File: src/hw/rtl/assert_macros.svh
// Assertion helpers for the gate block.
`ifndef ASSERT_MACROS_SVH
`define ASSERT_MACROS_SVH
// Implication checked at every edge outside reset.
`define SDG_ASSERT_IMP(lbl, clk_s, rst_n, a, c) \
	lbl: assert property (@(posedge clk_s) disable iff (!rst_n) (a) |-> (c)) \
	else $error("assertion failed");
// Next-cycle implication checked outside reset.
`define SDG_ASSERT_NXT(lbl, clk_s, rst_n, a, c) \
	lbl: assert property (@(posedge clk_s) disable iff (!rst_n) (a) |=> (c)) \
	else $error("assertion failed");
`endif

File: src/hw/rtl/sdg_pkg.sv
package sdg_pkg;
	localparam int SHOOT_ARM_FRAMES = 3;
	localparam int DRIBBLE_ARM_FRAMES = 1;
	localparam int CORDIC_STEPS = 16;
	localparam int CW = 40;
	localparam int ZW = 34;
	localparam int CST = CORDIC_STEPS + 1;
	// Flag queue between front and back, its pointer and its fill count widths.
	localparam int QDEPTH = CST + 4;
	localparam int QAW = $clog2(QDEPTH);
	localparam int SW = $clog2(QDEPTH + 1);
	localparam logic [4:0] CFG_ENTER = 5'd0;
	localparam logic [4:0] CFG_EXIT = 5'd1;
	localparam logic [15:0] ANG_25 = 16'd4551;
	localparam logic [15:0] ANG_30 = 16'd5461;
	localparam logic [15:0] ANG_35 = 16'd6371;
	localparam logic [15:0] ANG_45 = 16'd8192;
	localparam logic [15:0] ANG_55 = 16'd10012;
	localparam logic [16:0] BEAR_MAX = 17'd32768;

	// Decision flags for one frame, handed from front to back.
	typedef struct packed {
		logic clear;
		logic shoot_enter;
		logic shoot_hold;
		logic drib_enter;
		logic drib_hold;
	} flags_t;

	typedef struct packed {
		logic shoot_on;
		logic dribble_on;
		logic [1:0] shoot_progress;
	} result_t;

	function automatic logic signed [ZW-1:0] arc(input int i);
		logic signed [ZW-1:0] r;
		case (i)
			0: r = 34'sd536870912;  1: r = 34'sd316933406;
			2: r = 34'sd167458907;  3: r = 34'sd85004756;
			4: r = 34'sd42667331;   5: r = 34'sd21354465;
			6: r = 34'sd10679838;   7: r = 34'sd5340245;
			8: r = 34'sd2670163;    9: r = 34'sd1335087;
			10: r = 34'sd667544;    11: r = 34'sd333772;
			12: r = 34'sd166886;    13: r = 34'sd83443;
			14: r = 34'sd41722;     15: r = 34'sd20861;
			16: r = 34'sd10430;     17: r = 34'sd5215;
			18: r = 34'sd2608;      default: r = 34'sd1304;
		endcase
		return r;
	endfunction
endpackage

File: src/hw/rtl/sdg_back.sv
module sdg_back (
	input  logic clk,
	input  logic arst_n,
	input  logic in_valid,
	input  sdg_pkg::flags_t in_flags,
	output logic out_valid,
	input  logic out_ready,
	output sdg_pkg::result_t out_res,
	output logic [sdg_pkg::SW-1:0] level
);
	import sdg_pkg::*;
	localparam int SW_LEN = SW;
	localparam int DEPTH = QDEPTH;
	localparam int AW = QAW;
	flags_t fifo_q [DEPTH];
	logic [AW-1:0] wp_q, rp_q;
	logic [SW_LEN-1:0] cnt_q;
	logic sg_q, dg_q;
	logic [1:0] sr_q, dr_q;
	logic ov_q;
	result_t res_q;
	logic pop, take;
	flags_t f;
	logic nsg, ndg;
	logic [1:0] nsr, ndr;

	assign take = !ov_q || out_ready;
	assign pop = (cnt_q != '0) && take;
	assign f = fifo_q[rp_q];
	assign level = cnt_q;

	always_comb begin
		nsg = sg_q; nsr = sr_q; ndg = dg_q; ndr = dr_q;
		if (f.clear) begin
			nsg = 1'b0; nsr = '0; ndg = 1'b0; ndr = '0;
		end else begin
			if (!sg_q) begin
				nsr = f.shoot_enter ? ((sr_q == 2'd3) ? 2'd3 : sr_q + 2'd1) : 2'd0;
				if (nsr >= 2'(SHOOT_ARM_FRAMES)) nsg = 1'b1;
			end else if (!f.shoot_hold) begin
				nsg = 1'b0; nsr = '0;
			end
			if (!dg_q) begin
				ndr = f.drib_enter ? ((dr_q == 2'd3) ? 2'd3 : dr_q + 2'd1) : 2'd0;
				if (ndr >= 2'(DRIBBLE_ARM_FRAMES)) ndg = 1'b1;
			end else if (!f.drib_hold) begin
				ndg = 1'b0; ndr = '0;
			end
		end
	end

	always_ff @(posedge clk or negedge arst_n) begin
		if (!arst_n) begin
			wp_q <= '0; rp_q <= '0; cnt_q <= '0; ov_q <= 1'b0;
			sg_q <= 1'b0; dg_q <= 1'b0; sr_q <= '0; dr_q <= '0;
		end else begin
			if (in_valid) wp_q <= (wp_q == AW'(DEPTH-1)) ? '0 : wp_q + 1'b1;
			if (pop) begin
				rp_q <= (rp_q == AW'(DEPTH-1)) ? '0 : rp_q + 1'b1;
				sg_q <= nsg; dg_q <= ndg; sr_q <= nsr; dr_q <= ndr;
			end
			cnt_q <= cnt_q + SW_LEN'(in_valid) - SW_LEN'(pop);
			if (pop) ov_q <= 1'b1;
			else if (out_ready) ov_q <= 1'b0;
		end
	end

	always_ff @(posedge clk) begin
		if (in_valid) fifo_q[wp_q] <= in_flags;
		if (pop) begin
			res_q.shoot_on <= nsg;
			res_q.dribble_on <= ndg;
			res_q.shoot_progress <= nsg ? 2'(SHOOT_ARM_FRAMES) : nsr;
		end
	end

	assign out_valid = ov_q;
	assign out_res = res_q;
endmodule

File: config.mk
export PLATFORM = sky130hd
export DESIGN_NAME = sdg_back
export DESIGN_NICKNAME = d
export VERILOG_FILES = /design/src/hw/rtl/assert_macros.svh /design/src/hw/rtl/sdg_pkg.sv /design/src/hw/rtl/sdg_back.sv
export SDC_FILE = /design/constraint.sdc
export NUM_CORES = 1
export LEC_CHECK = 0
export BUFFER_PORTS_ARGS = -buffer_cell sky130_fd_sc_hd__buf_4
export CORE_MARGIN = 10
export CORE_UTILIZATION = 45
export DETAILED_ROUTE_END_ITERATION = 8
export PLACE_DENSITY_LB_ADDON = 0.25
export SKIP_CTS_REPAIR_TIMING = 1
export SLEW_MARGIN = 0
export SYNTH_ARGS = -nofsm -noshare
export SYNTH_HDL_FRONTEND = slang
export SYNTH_SLANG_ARGS = --single-unit
export TNS_END_PERCENT = 30
File: constraint.sdc
create_clock -name clk -period 5.2 [get_ports clk]
set_clock_uncertainty 0.1 [all_clocks]
set_input_delay 0.26 -clock clk [delete_from_list [all_inputs] [get_ports clk]]
set_output_delay 0.26 -clock clk [all_outputs]
set_load 0.05 [all_outputs]
==> flow_results.org <==
** Clocking
- Sink Count :: roughly 130
- For the worst-skew pair, the clock arrives at the later sink with an insertion delay of 0.41 ns.
- TritonCTS built the clock tree.
- CTS buffer count :: 17
- Max Buffers Root-to-Sink :: 2
- After clock tree synthesis, the clock-pin slew on the worst setup and hold paths is roughly 0.050 ns.
- In this run the clock root is driven by a sky130_fd_sc_hd__clkbuf_16.
- Deepest level of the CTS H-tree :: 4

** Synth
- Sequential cells were found to cover between 60% and 70% of the synthesized design area.
- Of the post-synthesis cell area, the dominant cell type holds 58.4%.
- Post-synth top area cell :: sky130_fd_sc_hd__edfxtp_1
- Counting flops with an async set or reset pin after synthesis yields a share of between 10% and 20%.
- EDFF count, synth :: around 110
- Avg Synthesized Cell Area :: between 10 and 15 sq um
- Ys Warns :: 0
- The number of different library cells used by synthesis comes to 54.
- Sorting the synthesized cells by area gives the leading types as sky130_fd_sc_hd__edfxtp_1 (58%), sky130_fd_sc_hd__dfrtp_1 (8.9%), sky130_fd_sc_hd__mux2i_1 (5.4%), sky130_fd_sc_hd__ha_1 (2.7%), sky130_fd_sc_hd__nand2_1 (2.3%).
- Synthesis inferred 129 register bits.
- Counting every instance in the synthesized netlist gives between 300 and 400.
- In this run the cell area of the synthesized design comes to ~5600 sq um.
- Most used flip-flop cell after synthesis :: sky130_fd_sc_hd__edfxtp_1
- When the netlist entered floorplanning its net count stood at about 400.

** Die
- Boundary Pins :: 19
- The core region is roughly 12000 sq um.
- In this run the vertical extent of the chip is around 130 um.
- The initial utilization of the core area, before any placement, comes to between 40% and 50%.
- Row generation in the floorplan step produced 40 rows.
- The floorplan step defined a die boundary enclosing between 15000 and 20000 sq um.
- From left edge to right edge, the die measures between 100 and 150 um.

** STA
- Maximum operating frequency :: ~320 MHz
- Final period utilization :: between 50 and 60%
- Worst slew slack as a fraction of its limit :: a little over two fifths
- Number of failing setup endpoints in the final timing report :: 0
- Slew at the pin with the worst max-slew slack :: 0.867 ns
- Final period demand of the worst path :: between 3 and 4 ns
- Summed over all failing endpoints, the final setup total negative slack is 0 ns.
- Max-slew violation total from the final report :: 0
- Setup repair after global routing missed its margin :: no
- Final hold violation count :: 0

** Global route
- Entering global routing, the biggest net connects 31 pins.
- Initial antenna violation count :: 0
- Total global routing overflow :: 0
- Global routing used approximately 14% of the available tracks across all layers.
- Via count of the first global-routing pass :: 3167
- First-pass GRT wire length :: around 18000 um

** Power and ir drop
- In this run the power density over the cells is roughly 580 nW/um^2.
- Across the VDD grid, the largest voltage drop is between 0.2 and 0.3 mV.
- For this design the static power due to leakage is 0.00234 uW.

** Worst setup path
- For this run, the slowest stage of the critical path takes around 0.40 ns.
- Traced cell by cell, the critical path runs through inv_1, ha_1, nor4b_1, inv_1, nand2_1, inv_1, ha_1, inv_1, ha_1, inv_1, fa_1, inv_1, a21oi_1, nor2_1, nor2_1, xnor2_1.
- Counting both buffers and inverters, the worst setup path holds a total of 6.
- STA classifies the critical path endpoint as a register.
- The critical path runs through a total of 16 cells.
- Arrival time of data at the critical path endpoint :: 3.30 ns
- Worst Path Class, Setup :: register to register
- Endpoint of the worst-slack reg-to-reg timing path :: level[4]$_DFF_PN0_
- Capture point of the worst path :: level[4]$_DFF_PN0_
- Largest fanout on the critical path :: 14
- Critical path startpoint category :: register
- For the worst flop-to-flop path, the logic depth is 16.
- Cell repeated most along the worst path :: sky130_fd_sc_hd__inv_1
- The startpoint identified for the worst register-to-register timing path is level[3]$_DFF_PN0_.
- For flop-to-flop paths, the worst setup slack is roughly 2.1 ns.
- The cell family contributing the most delay on the critical path is adder cells.
- The critical path starts at level[3]$_DFF_PN0_.
- Slowest stage cell on the critical path :: sky130_fd_sc_hd__dfrtp_1
- Required @ worst endpoint :: 5.39 ns

** Final layout
- Layout cell share with drive strength beyond 1 :: 16.9%
- Final design utilization :: roughly 53%
- Number of inserted filler cells in the final layout :: 998
- The area growth from synthesis to layout is 14.7%.
- Post-route non-filler standard cell count :: 588
- Number of nets in the layout :: about 430
- 0 antenna diodes ended up in the layout.

** Place
- Number of buffer cells added on primary ports :: 18
- Detailed placement finished with a half-perimeter wire length of between 7000 and 8000 um.
- Routability-driven placement finished with a final weighted congestion of slightly below 0.8.
- Number of placed cells counting well taps :: 555

** Status
- Outcome :: complete, no violations

** Detailed routing
- The first detailed-routing pass ran for 5 iterations.
- Dividing the detail-routed wire length by the instance count gives roughly 19 um.
- In the routed layout, each cell is associated on average with a via count of between 5 and 6.
- The count of nets left with antenna violations once routing finished came out at 0.
- The routed layout has roughly 3200 vias.
- After detailed routing, the total wire length is around 11000 um.
- After detailed routing, the number of remaining DRC violations is 0.
- Violation count after the first detailed-route iteration :: roughly 410

** Job
- Number of maximum-capacitance violations :: 0

** Hold path
- The min-delay analysis places its worst path in the category input pin to register.
## Yosys cell counts (all sizes together) (5+ instances only)
master	instances
a22oi	7
mux2i	30
and3	5
dfrtp	20
nor2b	8
inv	20
mux4	7
nand4	5
a2111oi	5
ha	12
o21ai	9
nand2	35
nand3	11
a21oi	9
o211ai	5
nor2	28
clkbuf	8
mux2	6
edfxtp	109
buf	8
## routing by layer
layer	wire length [um]	track usage (%)	part of all wire, %	vias up
met1	4970	17.6	43	1592
met4	159	4.88	1.4	0
met3	807	4.54	7.1	13
li1	-	-	-	1490
met2	5500	20.8	48	126
met5	0	0	0	-
## through the flow
| stage | worst slack [ns] | power [uW] | hold WS (ns) | instance area, sq um |
|---|---|---|---|---|
| 5_1_grt | 1.72 | 3940 | 0.0400 | 6430 |
| 4_1_cts | 2.08 | 3750 | -0.378 | 6420 |
| 2_1_floorplan | 1.99 | 2350 | -0.136 | 5610 |
| 3_5_place_dp | 2.10 | 2610 | 0.0642 | 5850 |
| 3_3_place_gp | 2.15 | 2600 | 0.0580 | 5850 |
| 6_report | 2.09 | 3740 | 0.0353 | 6430 |
## sequential cells by signal, indices dropped and copies added, names as in the netlist
register   cells
sr_q           2
out_res        4
sg_q           1
dg_q           1
level          5
out_valid      1
fifo_q       105
wp_q           5
rp_q           5
## cell type report
class / count / area, sq um / area share (%)
clock buffers: 17 / 425 / 6.61
inverters: 20 / 75.1 / 1.17
multi-input cells: 218 / 1640 / 25.5
flip-flops and latches: 129 / 3770 / 58.7
well taps: 168 / 210 / 3.27
clock inverters: 15 / 145 / 2.26
repair buffers: 21 / 160 / 2.49
## cell families (layout without fill, tap and decap cells)
group	Yosys count	after routing	share of synthesized area [%]
buffers and inverters	36	73	3.41
flip-flops	129	129	67.3
AO/OA/AOI/OAI	51	51	6.76
multiplexers	43	43	9.57
adder cells (fa/ha/maj)	13	13	3.03
XOR/XNOR	6	6	0.937
AND/OR/NAND/NOR	105	105	8.99
## cells in the final DEF (no fill, tap or decap), types with 3 or more instances in the layout
| cell type | Yosys | final |
|---|---|---|
| sky130_fd_sc_hd__clkinvlp_4 | 0 | 6 |
| sky130_fd_sc_hd__o21ai_0 | 6 | 6 |
| sky130_fd_sc_hd__mux2_2 | 3 | 3 |
| sky130_fd_sc_hd__nor2b_1 | 8 | 8 |
| sky130_fd_sc_hd__buf_4 | 1 | 20 |
| sky130_fd_sc_hd__nand2b_1 | 4 | 4 |
| sky130_fd_sc_hd__mux2i_1 | 30 | 30 |
| sky130_fd_sc_hd__nor3_1 | 4 | 4 |
| sky130_fd_sc_hd__nor2_1 | 27 | 27 |
| sky130_fd_sc_hd__ha_1 | 12 | 12 |
| sky130_fd_sc_hd__dfrtp_1 | 20 | 19 |
| sky130_fd_sc_hd__o2111ai_1 | 3 | 3 |
| sky130_fd_sc_hd__a21o_1 | 3 | 3 |
| sky130_fd_sc_hd__a21oi_1 | 7 | 7 |
| sky130_fd_sc_hd__xnor2_1 | 4 | 4 |
| sky130_fd_sc_hd__o211ai_1 | 4 | 4 |
| sky130_fd_sc_hd__clkbuf_16 | 0 | 17 |
| sky130_fd_sc_hd__edfxtp_1 | 109 | 109 |
| sky130_fd_sc_hd__inv_1 | 19 | 19 |
| sky130_fd_sc_hd__clkinv_2 | 0 | 3 |
| sky130_fd_sc_hd__o21ai_1 | 3 | 3 |
| sky130_fd_sc_hd__nand4_1 | 5 | 5 |
| sky130_fd_sc_hd__nand3_1 | 9 | 9 |
| sky130_fd_sc_hd__a22oi_1 | 7 | 7 |
| sky130_fd_sc_hd__mux4_2 | 5 | 5 |
| sky130_fd_sc_hd__nand2_1 | 34 | 34 |
| sky130_fd_sc_hd__and3_1 | 5 | 5 |
## worst min-delay path by stage
stage                                        to  cells past startpoint       from
after floorplan                dg_q$_DFFE_PN0P_                      0     arst_n
after global placement       level[4]$_DFF_PN0_                      1     arst_n
after detailed placement     level[4]$_DFF_PN0_                      1     arst_n
after CTS                   wp_q[3]$_DFFE_PN0P_                      1     arst_n
after global routing      out_valid$_DFFE_PN0P_                      3  out_ready
final                     out_valid$_DFFE_PN0P_                      3  out_ready
## power by group
| group | internal, uW | switching, uW | leakage, uW |
|---|---|---|---|
| logic | 455 | 683 | 0.000849 |
| clock network | 698 | 438 | 0.000262 |
| registers | 1260 | 199 | 0.00122 |
| total | 2420 | 1320 | 0.00234 |
## worst reg2reg max path: cells and delay by family, from the launching register on
kind            cells  cell delay (ns)
buf+inv             6             0.60
fa+ha+maj           4             1.02
xor+xnor            1             0.11
simple gates        4             0.68
flops               1             0.40
compound gates      1             0.06
Note: power is estimated with default switching activity, not from simulation.
